===== config.mk =====
export PLATFORM = sky130hd
export DESIGN_NAME = hsv_to_rgb_converter_top
export DESIGN_NICKNAME = d
export VERILOG_FILES = /design/src/hw/rtl/hsv_pkg.sv /design/src/hw/rtl/hsv_ctl.sv /design/src/hw/rtl/hsv_front.sv /design/src/hw/rtl/hsv_mix.sv /design/src/hw/rtl/hsv_scale.sv /design/src/hw/rtl/hsv_to_rgb_converter_top.sv
export SDC_FILE = /design/constraint.sdc
export NUM_CORES = 1
export LEC_CHECK = 0
export ABC_AREA = 1
export BUFFER_PORTS_ARGS = -buffer_cell sky130_fd_sc_hd__buf_4
export CORE_MARGIN = 3
export CORE_UTILIZATION = 43
export DETAILED_ROUTE_END_ITERATION = 16
export GPL_TIMING_DRIVEN = 1
export HOLD_SLACK_MARGIN = 0.08
export PLACE_DENSITY = 0.71
export SLEW_MARGIN = 20
export SYNTH_ARGS = -nofsm -noshare
export SYNTH_HDL_FRONTEND = slang
export SYNTH_SLANG_ARGS = --single-unit

===== constraint.sdc =====
create_clock -name i_clk -period 6.2 [get_ports i_clk]
set_input_delay 0.31 -clock i_clk [delete_from_list [all_inputs] [get_ports i_clk]]
set_output_delay 0.31 -clock i_clk [all_outputs]
set_load 0.1 [all_outputs]

===== src/hw/rtl/hsv_pkg.sv =====
// Shared types, constants and helpers for the HSV to RGB converter.
`default_nettype none

package hsv_pkg;

    // Field widths
    localparam int HUE_W  = 13;
    localparam int FRAC_W = 9;
    localparam int CH_W   = 8;

    // Hue geometry: 1/16 degree steps, 60 degree sectors
    localparam logic [HUE_W-1:0] SECTOR_UNITS = 13'd960;
    localparam logic [HUE_W-1:0] CIRCLE_UNITS = 13'd5760;
    localparam int               DIST_W       = 10;   // holds 0..960

    // Q1.8 fractions, 256 means 1.0
    localparam logic [FRAC_W-1:0] FRAC_ONE = 9'd256;

    // Chroma and numerator widths
    localparam int C_W   = 17;                          // 0..65536
    localparam int NUM_W = 26;                          // 0..65536*960

    // Channel scaling: n*255/(65536*960) == (n*17) >> 22
    localparam int                SCALE_W     = 31;
    localparam logic [4:0]        SCALE_MUL   = 5'd17;
    localparam int                SCALE_SHIFT = 22;
    localparam logic [CH_W-1:0]   CHANNEL_MAX = 8'd255;

    // Pipeline depth
    localparam int NUM_STAGES = 5;

    // 60 degree sectors, named by the colors at their ends
    typedef enum logic [2:0] {
        SEC_RY = 3'd0,
        SEC_YG = 3'd1,
        SEC_GC = 3'd2,
        SEC_CB = 3'd3,
        SEC_BM = 3'd4,
        SEC_MR = 3'd5
    } t_sector;

    // Per-stage control from the valid chain
    typedef struct packed {
        logic [NUM_STAGES-1:0] load;
        logic [NUM_STAGES-1:0] valid;
    } t_pipe_ctl;

    // Front end result: chroma, value, sector, weight of the secondary term
    typedef struct packed {
        logic [C_W-1:0]    c;
        logic [FRAC_W-1:0] val;
        t_sector           sector;
        logic [DIST_W-1:0] f;
    } t_front;

    // Channel numerators over the common denominator 65536*960
    typedef struct packed {
        logic [NUM_W-1:0] num_r;
        logic [NUM_W-1:0] num_g;
        logic [NUM_W-1:0] num_b;
    } t_mix;

    // First hue unit of a sector
    function automatic logic [HUE_W-1:0] sector_base(input t_sector sec);
        logic [HUE_W-1:0] base;
        unique case (sec)
            SEC_RY:  base = 13'd0;
            SEC_YG:  base = 13'd960;
            SEC_GC:  base = 13'd1920;
            SEC_CB:  base = 13'd2880;
            SEC_BM:  base = 13'd3840;
            SEC_MR:  base = 13'd4800;
            default: base = 13'd0;
        endcase
        return base;
    endfunction

endpackage

`default_nettype wire


===== src/hw/rtl/hsv_ctl.sv =====
// Valid chain and per-stage load enables of the converter pipeline.
`default_nettype none

module hsv_ctl (
    input  wire logic               i_clk,
    input  wire logic               i_rst_n,
    input  wire logic               i_valid,
    output logic                    o_stall,
    input  wire logic               i_stall,
    output logic                    o_valid,
    output hsv_pkg::t_pipe_ctl      o_ctl
);

    localparam int N = hsv_pkg::NUM_STAGES;

    logic [N-1:0] r_valid;
    logic [N-1:0] n_valid;
    logic [N-1:0] load;

    // A stage loads when it is empty or its item moves on
    always_comb begin
        load[N-1] = !r_valid[N-1] || !i_stall;
        for (int k = N - 2; k >= 0; k--) begin
            load[k] = !r_valid[k] || load[k+1];
        end
    end

    always_comb begin
        n_valid[0] = load[0] ? i_valid : r_valid[0];
        for (int k = 1; k < N; k++) begin
            n_valid[k] = load[k] ? r_valid[k-1] : r_valid[k];
        end
    end

    always_ff @(posedge i_clk) begin
        if (!i_rst_n) begin
            r_valid <= '0;
        end else begin
            r_valid <= n_valid;
        end
    end

    assign o_stall     = !load[0];
    assign o_valid     = r_valid[N-1];
    assign o_ctl.load  = load;
    assign o_ctl.valid = r_valid;

    // A held item is never overwritten
    genvar g;
    for (g = 0; g < N - 1; g++) begin : g_chk
        a_no_overwrite: assert property (@(posedge i_clk) disable iff (!i_rst_n)
            (load[g] && r_valid[g]) |-> load[g+1])
            else $error("stage %0d loaded over a held item", g);
    end

    // Full pipe under stall pushes back on the sender
    a_full_stall: assert property (@(posedge i_clk) disable iff (!i_rst_n)
        ($countones(r_valid) == N && i_stall) |-> o_stall)
        else $error("full pipeline did not stall the input");

endmodule

`default_nettype wire


===== src/hw/rtl/hsv_front.sv =====
// Stages 1-2: input limiting and hue wrap, then chroma, sector and secondary weight.
`default_nettype none

module hsv_front (
    input  wire logic                          i_clk,
    input  wire logic                          i_rst_n,
    input  wire hsv_pkg::t_pipe_ctl            i_ctl,
    input  wire logic [hsv_pkg::HUE_W-1:0]     i_hue,
    input  wire logic [hsv_pkg::FRAC_W-1:0]    i_saturation,
    input  wire logic [hsv_pkg::FRAC_W-1:0]    i_brightness,
    output hsv_pkg::t_front                    o_front
);

    // Stage 1 registers
    logic [hsv_pkg::HUE_W-1:0]  r_hue1;
    logic [hsv_pkg::FRAC_W-1:0] r_sat1;
    logic [hsv_pkg::FRAC_W-1:0] r_val1;

    logic [hsv_pkg::HUE_W-1:0]  n_hue1;
    logic [hsv_pkg::FRAC_W-1:0] n_sat1;
    logic [hsv_pkg::FRAC_W-1:0] n_val1;

    // Stage 2 registers
    hsv_pkg::t_front            r_front2;
    hsv_pkg::t_front            n_front2;

    logic [hsv_pkg::HUE_W-1:0]  off;
    logic [2*hsv_pkg::FRAC_W-1:0] prod;

    // Wrap hue past full circle once, clamp fractions to 1.0
    always_comb begin
        n_hue1 = (i_hue >= hsv_pkg::CIRCLE_UNITS) ? i_hue - hsv_pkg::CIRCLE_UNITS : i_hue;
        n_sat1 = (i_saturation > hsv_pkg::FRAC_ONE) ? hsv_pkg::FRAC_ONE : i_saturation;
        n_val1 = (i_brightness > hsv_pkg::FRAC_ONE) ? hsv_pkg::FRAC_ONE : i_brightness;
    end

    always_ff @(posedge i_clk) begin
        if (i_ctl.load[0]) begin
            r_hue1 <= n_hue1;
            r_sat1 <= n_sat1;
            r_val1 <= n_val1;
        end
    end

    // Chroma, sector and weight of the secondary term
    always_comb begin
        prod       = r_val1 * r_sat1;
        n_front2.c = prod[hsv_pkg::C_W-1:0];
        n_front2.val = r_val1;
        priority if (r_hue1 >= 13'd4800) begin
            n_front2.sector = hsv_pkg::SEC_MR;
        end else if (r_hue1 >= 13'd3840) begin
            n_front2.sector = hsv_pkg::SEC_BM;
        end else if (r_hue1 >= 13'd2880) begin
            n_front2.sector = hsv_pkg::SEC_CB;
        end else if (r_hue1 >= 13'd1920) begin
            n_front2.sector = hsv_pkg::SEC_GC;
        end else if (r_hue1 >= hsv_pkg::SECTOR_UNITS) begin
            n_front2.sector = hsv_pkg::SEC_YG;
        end else begin
            n_front2.sector = hsv_pkg::SEC_RY;
        end
        off = r_hue1 - hsv_pkg::sector_base(n_front2.sector);
        // rising secondary in even sectors, falling in odd ones
        if (n_front2.sector[0]) begin
            n_front2.f = hsv_pkg::DIST_W'(hsv_pkg::SECTOR_UNITS - off);
        end else begin
            n_front2.f = off[hsv_pkg::DIST_W-1:0];
        end
    end

    always_ff @(posedge i_clk) begin
        if (i_ctl.load[1]) begin
            r_front2 <= n_front2;
        end
    end

    assign o_front = r_front2;

    // Weight stays within one sector, chroma within value
    a_f_range: assert property (@(posedge i_clk) disable iff (!i_rst_n)
        i_ctl.valid[1] |-> (r_front2.f <= hsv_pkg::DIST_W'(hsv_pkg::SECTOR_UNITS)))
        else $error("secondary weight out of range");

    a_c_range: assert property (@(posedge i_clk) disable iff (!i_rst_n)
        i_ctl.valid[1] |-> (r_front2.c <= {r_front2.val, 8'd0}))
        else $error("chroma above value");

endmodule

`default_nettype wire


===== src/hw/rtl/hsv_mix.sv =====
// Stages 3-4: component numerators and channel arrangement by sector.
`default_nettype none

module hsv_mix (
    input  wire logic               i_clk,
    input  wire logic               i_rst_n,
    input  wire hsv_pkg::t_pipe_ctl i_ctl,
    input  wire hsv_pkg::t_front    i_front,
    output hsv_pkg::t_mix           o_mix
);

    localparam int W = hsv_pkg::NUM_W;

    // Stage 3 registers
    logic [W-1:0]        r_x3;
    logic [W-1:0]        r_m3;
    logic [W-1:0]        r_v3;
    hsv_pkg::t_sector    r_sector3;

    logic [hsv_pkg::C_W-1:0]                a;
    logic [hsv_pkg::C_W+hsv_pkg::DIST_W-1:0] x_prod;
    logic [hsv_pkg::C_W+hsv_pkg::DIST_W-1:0] m_prod;
    logic [hsv_pkg::FRAC_W+hsv_pkg::DIST_W-1:0] v_prod;

    // Stage 4 registers
    hsv_pkg::t_mix       r_mix4;
    hsv_pkg::t_mix       n_mix4;
    logic [W:0]          xm_sum;
    logic [W-1:0]        xm;

    // Offset V-C, then C*f, offset and full value scaled by 960
    always_comb begin
        a      = {i_front.val, 8'd0} - i_front.c;
        x_prod = i_front.c * i_front.f;
        m_prod = a * hsv_pkg::SECTOR_UNITS[hsv_pkg::DIST_W-1:0];
        v_prod = i_front.val * hsv_pkg::SECTOR_UNITS[hsv_pkg::DIST_W-1:0];
    end

    always_ff @(posedge i_clk) begin
        if (i_ctl.load[2]) begin
            r_x3      <= x_prod[W-1:0];
            r_m3      <= m_prod[W-1:0];
            r_v3      <= {v_prod[W-9:0], 8'd0};
            r_sector3 <= i_front.sector;
        end
    end

    // Primary channel gets V, secondary X+M, the third M alone
    always_comb begin
        xm_sum = {1'b0, r_x3} + {1'b0, r_m3};
        xm     = xm_sum[W-1:0];
        unique case (r_sector3)
            hsv_pkg::SEC_RY: begin
                n_mix4.num_r = r_v3; n_mix4.num_g = xm;   n_mix4.num_b = r_m3;
            end
            hsv_pkg::SEC_YG: begin
                n_mix4.num_r = xm;   n_mix4.num_g = r_v3; n_mix4.num_b = r_m3;
            end
            hsv_pkg::SEC_GC: begin
                n_mix4.num_r = r_m3; n_mix4.num_g = r_v3; n_mix4.num_b = xm;
            end
            hsv_pkg::SEC_CB: begin
                n_mix4.num_r = r_m3; n_mix4.num_g = xm;   n_mix4.num_b = r_v3;
            end
            hsv_pkg::SEC_BM: begin
                n_mix4.num_r = xm;   n_mix4.num_g = r_m3; n_mix4.num_b = r_v3;
            end
            default: begin
                n_mix4.num_r = r_v3; n_mix4.num_g = r_m3; n_mix4.num_b = xm;
            end
        endcase
    end

    always_ff @(posedge i_clk) begin
        if (i_ctl.load[3]) begin
            r_mix4 <= n_mix4;
        end
    end

    assign o_mix = r_mix4;

    // Secondary plus offset never tops the full value
    a_xm_bound: assert property (@(posedge i_clk) disable iff (!i_rst_n)
        i_ctl.valid[2] |-> ({1'b0, r_x3} + {1'b0, r_m3} <= {1'b0, r_v3}))
        else $error("secondary numerator above value");

endmodule

`default_nettype wire


===== src/hw/rtl/hsv_scale.sv =====
// Stage 5: scale numerators to channel codes with truncation and saturation.
`default_nettype none

module hsv_scale (
    input  wire logic                        i_clk,
    input  wire hsv_pkg::t_pipe_ctl          i_ctl,
    input  wire hsv_pkg::t_mix               i_mix,
    output logic [hsv_pkg::CH_W-1:0]         o_red,
    output logic [hsv_pkg::CH_W-1:0]         o_green,
    output logic [hsv_pkg::CH_W-1:0]         o_blue
);

    localparam int LAST = hsv_pkg::NUM_STAGES - 1;

    logic [hsv_pkg::CH_W-1:0] r_red;
    logic [hsv_pkg::CH_W-1:0] r_green;
    logic [hsv_pkg::CH_W-1:0] r_blue;

    // n*255/(65536*960) reduces to (n*17) >> 22
    function automatic logic [hsv_pkg::CH_W-1:0] to_channel(
        input logic [hsv_pkg::NUM_W-1:0] num
    );
        logic [hsv_pkg::SCALE_W-1:0]                     prod;
        logic [hsv_pkg::SCALE_W-hsv_pkg::SCALE_SHIFT-1:0] q;
        prod = num * hsv_pkg::SCALE_MUL;
        q    = prod[hsv_pkg::SCALE_W-1:hsv_pkg::SCALE_SHIFT];
        if (q > {1'b0, hsv_pkg::CHANNEL_MAX}) begin
            return hsv_pkg::CHANNEL_MAX;
        end
        return q[hsv_pkg::CH_W-1:0];
    endfunction

    always_ff @(posedge i_clk) begin
        if (i_ctl.load[LAST]) begin
            r_red   <= to_channel(i_mix.num_r);
            r_green <= to_channel(i_mix.num_g);
            r_blue  <= to_channel(i_mix.num_b);
        end
    end

    assign o_red   = r_red;
    assign o_green = r_green;
    assign o_blue  = r_blue;

endmodule

`default_nettype wire


===== src/hw/rtl/hsv_to_rgb_converter_top.sv =====
// Top level of the pipelined HSV to RGB converter.
//
// Input channel: i_valid / o_stall with i_hue (1/16 degree, wraps past
// 5759), i_saturation and i_brightness (Q1.8, 256 = 1.0, larger values
// clamp to 1.0). Output channel: o_valid / i_stall with o_red, o_green,
// o_blue (8-bit, truncated). An item moves on a clock edge where valid is
// high and stall is low.
// Five register stages: wrap/clamp, chroma and sector, products,
// channel arrangement, final scale. o_valid rises once the accepted
// item has passed all five registers; one item per clock is taken and
// delivered in steady state while the receiver does not stall.
// Each stage has its own valid bit and loads when empty or when its item
// moves on, so bubbles are squeezed out and new items are taken while a
// result waits at the output.
// When the receiver stalls, the output holds its item; stall reaches
// o_stall only once every stage holds an item.
// Synchronous active-low reset empties all stages; o_valid is low after
// reset and data registers are not cleared.
`default_nettype none

module hsv_to_rgb_converter_top (
    input  wire logic                          i_clk,
    input  wire logic                          i_rst_n,
    input  wire logic                          i_valid,
    output logic                               o_stall,
    input  wire logic [hsv_pkg::HUE_W-1:0]     i_hue,
    input  wire logic [hsv_pkg::FRAC_W-1:0]    i_saturation,
    input  wire logic [hsv_pkg::FRAC_W-1:0]    i_brightness,
    output logic                               o_valid,
    input  wire logic                          i_stall,
    output logic [hsv_pkg::CH_W-1:0]           o_red,
    output logic [hsv_pkg::CH_W-1:0]           o_green,
    output logic [hsv_pkg::CH_W-1:0]           o_blue
);

    hsv_pkg::t_pipe_ctl ctl;
    hsv_pkg::t_front    front;
    hsv_pkg::t_mix      mix;

    // Valid chain and load enables
    hsv_ctl u_ctl (
        .i_clk   (i_clk),
        .i_rst_n (i_rst_n),
        .i_valid (i_valid),
        .o_stall (o_stall),
        .i_stall (i_stall),
        .o_valid (o_valid),
        .o_ctl   (ctl)
    );

    // Stages 1-2
    hsv_front u_front (
        .i_clk        (i_clk),
        .i_rst_n      (i_rst_n),
        .i_ctl        (ctl),
        .i_hue        (i_hue),
        .i_saturation (i_saturation),
        .i_brightness (i_brightness),
        .o_front      (front)
    );

    // Stages 3-4
    hsv_mix u_mix (
        .i_clk   (i_clk),
        .i_rst_n (i_rst_n),
        .i_ctl   (ctl),
        .i_front (front),
        .o_mix   (mix)
    );

    // Stage 5
    hsv_scale u_scale (
        .i_clk   (i_clk),
        .i_ctl   (ctl),
        .i_mix   (mix),
        .o_red   (o_red),
        .o_green (o_green),
        .o_blue  (o_blue)
    );

endmodule

`default_nettype wire


==> results of run 1 <==
[registers in the layout, summed over array words and instances, names as in the netlist]
register         flops
u_mix.r_sector3      3
u_scale.o_red        8
u_mix.r_x3          26
u_front.r_val1       9
u_mix.r_m3          20
u_front.r_sat1       9
u_front.r_hue1      13
u_scale.o_green      8
u_scale.o_blue       8
u_front.o_front     39
u_ctl.r_valid        5
u_mix.r_v3          12
u_mix.o_mix         78
[final timing paths]
check                       end  depth (start not counted)                start
max              u_mix.r_x3[24]                         16   u_front.o_front[7]
min           u_front.r_val1[6]                          3      i_brightness[6]
max reg2reg      u_mix.r_x3[24]                         16   u_front.o_front[7]
min reg2reg  u_mix.r_sector3[2]                          0  u_front.o_front[12]
[stage by stage]
step	hold WS (ns)	instance area, um^2	setup slack, ns
2_1_floorplan	0.4003	26110	0.01417
3_3_place_gp	0.4036	27230	1.069
3_5_place_dp	0.4052	27230	1.015
4_1_cts	0.08713	28460	1.008
5_1_grt	0.09438	28460	0.5951
6_report	0.1057	28460	0.9707
[metal layers]
| layer | track usage | share of wire | wire length [um] | up-vias |
|---|---|---|---|---|
| met5 | 0 | 0.00019 | 12 | - |
| met4 | 0.07630 | 0.042 | 2618 | 2 |
| met3 | 0.03344 | 0.058 | 3592 | 119 |
| met2 | 0.3326 | 0.46 | 28960 | 582 |
| met1 | 0.2604 | 0.44 | 27280 | 9738 |
| li1 | - | - | - | 10380 |
[worst reg2reg max path, delay by kind of cell (launching register included)]
family	cells	cell delay [ns]
xor+xnor	1	0.15
buf+inv	3	0.18
fa+ha+maj	6	2.95
flops	1	0.80
compound gates	3	0.60
simple gates	3	0.30
[cell families after synthesis]
kind of cell	Yosys count	share of synthesized area
buffers and inverters	706	0.1035
AOI/OAI and AO/OA	386	0.08730
xor gates and xnor gates	93	0.03151
DFF	238	0.2721
adders and majority gates	503	0.3026
and+or+nand+nor	1257	0.2031
[area by class of cell]
class                      instances  area, um^2
clock buffer                      30       708.2
fill                            5723       31000
sequential                       238        7098
multi-input combinational       2239       16300
clock inverter                    21       257.7
tap                              773       967.2
timing repair buffer              91       748.2
inverter                         632        2380
[what timing repair did]
| action | CTS | global route |
|---|---|---|
| endpoints found under the setup margin | 0 | 0 |
| hold endpoints to repair | 28 | 0 |
| hold buffers | 26 | 0 |
[layout by cell type (no fill, tap or decap), types with 5 or more instances in the layout]
| master | instances |
|---|---|
| edfxtp_1 | 233 |
| nand2_2 | 9 |
| nand2_1 | 748 |
| clkinv_2 | 7 |
| a22oi_1 | 26 |
| nor2_1 | 202 |
| nor2_4 | 7 |
| nand3b_1 | 10 |
| a21oi_2 | 6 |
| nand4_1 | 56 |
| inv_1 | 613 |
| o22ai_1 | 18 |
| ha_1 | 290 |
| a21oi_1 | 155 |
| clkbuf_16 | 28 |
| xnor2_1 | 28 |
| nor4_1 | 5 |
| a21o_1 | 24 |
| inv_2 | 16 |
| buf_4 | 65 |
| xor2_1 | 64 |
| a221oi_1 | 7 |
| clkinvlp_4 | 5 |
| fa_1 | 213 |
| nand3_1 | 167 |
| a31oi_1 | 6 |
| a21boi_0 | 5 |
| dlygate4sd3_1 | 26 |
| o21ai_1 | 9 |
| nor3_1 | 36 |
| o21ai_0 | 87 |
| o21bai_1 | 22 |
==> run metrics, run 1 <==
Synth area leader=edfxtp_1; CP required=~6.5 ns; Final Max Slew Viols=0; critical-path cell list=nand2_1, inv_1, fa_1, fa_1, fa_1, fa_1, inv_1, fa_1, inv_1, ha_1, a21o_1, a21boi_0, o21ai_0, nand2_1, nand3_1, xor2_1; dpl hpwl=50.34 mm; #FFs+latches synth=238; largest net degree at the start of global routing=76; share of the synthesized area in the top cell type=0.2682; Worst-Margin Slew=0.9000 ns; asr flop ratio synth=0; Vias/cell=5.173; final non-filler cell total=a little over 4000; Slew HR=0.4000; first-pass GRT wire length=103.0 mm; via count=around 21000; CTS tree=built; Final Cycle Share=0.8434; core area=59460 um^2; nets@finish=3768; Clock Tree Root=clkbuf_16; Total Routing Usage GR=0.1993; total CTS buffers=28; CP delay by family, top=adder cells; Skew-Pair Late Insertion Delay=approximately 0.58 ns; Netlist cell types=53; Synth Area per Inst=8.195 um^2; Max Cap Violations=0; final hold viol count=0; Final Setup Violations=0; top cells by count, synth=nand2_1 (749), inv_1 (616), ha_1 (290); R2R setup slack=0.97 ns; Startpoint Class=register; CP max stage cell=edfxtp_1; Util after Layout=0.4786; Iteration-0 DRC Markers=1337; status=completed; Starting Density=0.4387; TNS Setup=0 ns; number of synthesized flops with an enable pin=233; post-route ant nets=0; Die ar.=approximately 64000 um^2; fmax=~0.19 GHz; cell count after synthesis=about 3200; DRC errors left=0; sequential fraction of the synthesis area=0.2721; H-tree levels=1; grt ovf=0; Clock Skews=0.02938 ns; Setup crit end kind=register; post-layout min period=5.229 ns; GPL Wtd Cong=around 0.94; DRT Pass-1 Iters=6; Main synth FF type=edfxtp_1; diode count=0; # Post-CTS Setup Buffers=0; share of layout cells above drive strength 1=0.05168; CTS Buffer Depth=3; post-CTS resize count=0; port bufs=60; WL final=62.47 mm; crit path DAT=5.54 ns; DP Cell Count=between 3000 and 4000; Worst-path clk slew=0.06 ns; vias in the first global route=20380; Die X=252.3 um; Hold Path Class=in -> reg; cell mode on critical path=fa_1; clk sink count=238; RSZ-0062 raised after global routing=no; initial antenna violation count=2; area delta synth->final=9.099%; synthesized cell area=26090 um^2; Ys Warns=0; count leader, synth=nand2_1; cell row count=89; DR WL/cell=between 15 and 20 um; Ports=61; worst setup path class=reg -> reg; Synth Net Count=3721; Worst Path Max Fanout=17; Die H=252.3 um; top post-synthesis cells by area=edfxtp_1 (27%), fa_1 (16%), ha_1 (14%); CP max stage delay=around 0.80 ns; worst path bufs/invs=3
Power of run 1 is not shown: default switching activity piles up to over one toggle a cycle in this logic, so the estimate is an artifact.
==> run 2, diff against run 1 <==
--- a/config.mk
+++ b/config.mk
@@ -5,14 +5,14 @@
 export SDC_FILE = /design/constraint.sdc
 export NUM_CORES = 1
 export LEC_CHECK = 0
-export ABC_AREA = 1
+export ABC_AREA = 0
 export BUFFER_PORTS_ARGS = -buffer_cell sky130_fd_sc_hd__buf_4
 export CORE_MARGIN = 3
 export CORE_UTILIZATION = 43
 export DETAILED_ROUTE_END_ITERATION = 16
 export GPL_TIMING_DRIVEN = 1
 export HOLD_SLACK_MARGIN = 0.08
-export PLACE_DENSITY = 0.71
+export PLACE_DENSITY = 0.68
 export SLEW_MARGIN = 20
 export SYNTH_ARGS = -nofsm -noshare
 export SYNTH_HDL_FRONTEND = slang
==> constraint.sdc (replaced) <==
create_clock -name i_clk -period 5.2 [get_ports i_clk]
set_input_delay 0.26 -clock i_clk [delete_from_list [all_inputs] [get_ports i_clk]]
set_output_delay 0.26 -clock i_clk [all_outputs]
set_load 0.1 [all_outputs]
==> run metrics, run 2 <==
status=finished, violations left; failing checks=setup timing; worst setup path class=reg -> reg; Main synth FF type=edfxtp_1; most common cell after layout, fill and taps aside=inv_1; Slew HR=0.3648; Iteration-0 DRC Markers=between 700 and 800; Setup crit end kind=register; worst path bufs/invs=7; GR Layer Usage met1=0.2234; CTS Buffer Depth=3; grt ovf=0; initial antenna violation count=0; Skew-Pair Late Insertion Delay=around 0.58 ns; DRC errors left=0; Worst-path clk slew=0.06 ns; met2 usage=0.3381; count leader, synth=inv_1; number of synthesized flops with an enable pin=233; DRT Pass-1 Iters=5; critical-path cell list=buf_6, nand2_2, fa_1, inv_1, fa_1, inv_1, fa_1, inv_1, fa_1, inv_1, fa_1, inv_1, ha_2, or3_4, a21oi_4, o21ai_4, a2111oi_4, buf_4, o31ai_2, a21oi_2, o21bai_1, xor2_1; CTS tree=built; final non-filler cell total=3176; diode count=0; post-route ant nets=0; R2R setup slack=-0.13 ns; met3 usage in global routing=0.02273; Startpoint Class=register; dpl hpwl=41.45 mm; first-pass GRT wire length=85.52 mm; H-tree levels=1; vias in the first global route=17700; Ports=between 60 and 70; FF-to-FF Start=u_front.o_front[27]; CP Capture Point=u_mix.r_x3[18]; Clock Tree Root=clkbuf_16; top post-synthesis cells by area=edfxtp_1 (30%), fa_1 (18%), ha_1 (16%); share of layout cells above drive strength 1=0.1399; synthesized cell area=23270 um^2; Worst Path Max Fanout=4; clk sink count=238; share of the synthesized area in the top cell type=0.3006; WL final=~52 mm; Ys Warns=0; Die H=238.6 um; CP delay by family, top=adder cells; GPL Wtd Cong=0.8425; CP max stage delay=~0.53 ns; Worst R2R Path Depth=22; pre-CTS WS=-0.2312 ns; final hold viol count=0; CP max stage cell=fa_1; Final Setup Violations=7; Total Routing Usage GR=0.1829; port bufs=60; RSZ-0062 raised after global routing=yes; Synth Net Count=2794; most frequent cells in the layout=inv_1 (286), ha_1 (280), edfxtp_1 (233), nand2_1 (211), fa_1 (210); via count=between 15000 and 20000; hold_ws=between 0.4 and 0.5 ns; grt peak-use layer=met2; Final Max Slew Viols=0; area delta synth->final=16.70%; Synth area leader=edfxtp_1; Largest register FFs=78; DR WL/cell=16.26 um; total CTS buffers=27; post-layout min period=roughly 5.3 ns; Netlist cell types=71; Clock Skews=0.01792 ns; worst setup margin=-0.1339 ns; Final Cycle Share=1.026; top cells by count, synth=inv_1 (293), ha_1 (290), edfxtp_1 (233); fmax=0.1875 GHz; #FFs+latches synth=238; Die ar.=56950 um^2; Die X=between 200 and 250 um; crit path DAT=about 5.7 ns; nets@finish=3006; asr flop ratio synth=0; cell row count=84; largest net degree at the start of global routing=83; CP required=approximately 5.5 ns; DP Cell Count=3059; core area=53080 um^2; worst r2r dst=u_mix.r_x3[18]; Max Cap Violations=0; sequential fraction of the synthesis area=0.3049; Worst-Margin Slew=0.9495 ns; Critical path origin=u_front.o_front[27]; Vias/cell=between 5 and 6; Util after Layout=0.5117; Hold Path Class=in -> reg; cell count after synthesis=~2300; Crit. path cell count=22; Starting Density=0.4385; Synth Area per Inst=~10 um^2
==> run 2: cell count changes after synthesis, sizes merged, moves of 46 or more <==
cell	delta
a21oi	-50
nand4	-46
xnor2	+58
nand3	-144
and2	+146
nor2	-117
inv	-338
nand2	-542
==> run 2: final cells by class <==
| class | count | area (um^2) |
|---|---|---|
| well taps | 688 | 860.8 |
| clock inverters | 19 | 209.0 |
| flip-flops and latches | 238 | 7097 |
| repair buffers | 255 | 2037 |
| multi-input cells | 1652 | 15170 |
| clock buffers | 30 | 686.9 |
| fillers | 4676 | 25920 |
| inverters | 294 | 1104 |
==> run 2: cells by family after synthesis <==
family | share of synthesized area
AND/OR/NAND/NOR | 0.1248
adder cells (fa/ha/maj) | 0.3396
AO/OA/AOI/OAI | 0.1211
buffers and inverters | 0.05903
flip-flops | 0.3049
XOR/XNOR | 0.04817
multiplexers | 0.002312
==> run 2: what timing repair did <==
item	CTS	global route
pin swaps	32	24
setup buffers	24	9
resized for setup	32	40
hold endpoints to repair	36	0
hold buffers	35	0
setup endpoints to repair	11	18
==> run 2: worst min-delay path by stage <==
stage               cells after the start  slack, ns                  to           startpoint
floorplan                               0       0.36   u_front.r_hue1[0]             i_hue[0]
global placement                        0       0.41  u_mix.r_sector3[0]  u_front.o_front[10]
detailed placement                      0       0.41  u_mix.r_sector3[0]  u_front.o_front[10]
CTS                                     2       0.38   u_front.r_hue1[2]             i_hue[2]
global route                            2       0.40   u_front.r_hue1[2]             i_hue[2]
finish                                  2       0.42   u_front.r_hue1[2]             i_hue[2]
==> run 2: per-layer routing <==
metal	vias to the layer above	routed length (um)
met5	-	0
met2	346	26300
met3	102	1998
li1	8112	-
met4	0	1575
met1	8167	21770
==> run 2: stage by stage <==
stage / TNS, ns / instance area [um^2]
floorplan: -0.02211 / 23430
global placement: -0.5673 / 25330
detailed placement: -1.413 / 25330
CTS: -0.3552 / 26910
global route: -2.418 / 27160
finish: -0.4971 / 27160
Power of run 2 is left out for the same reason.
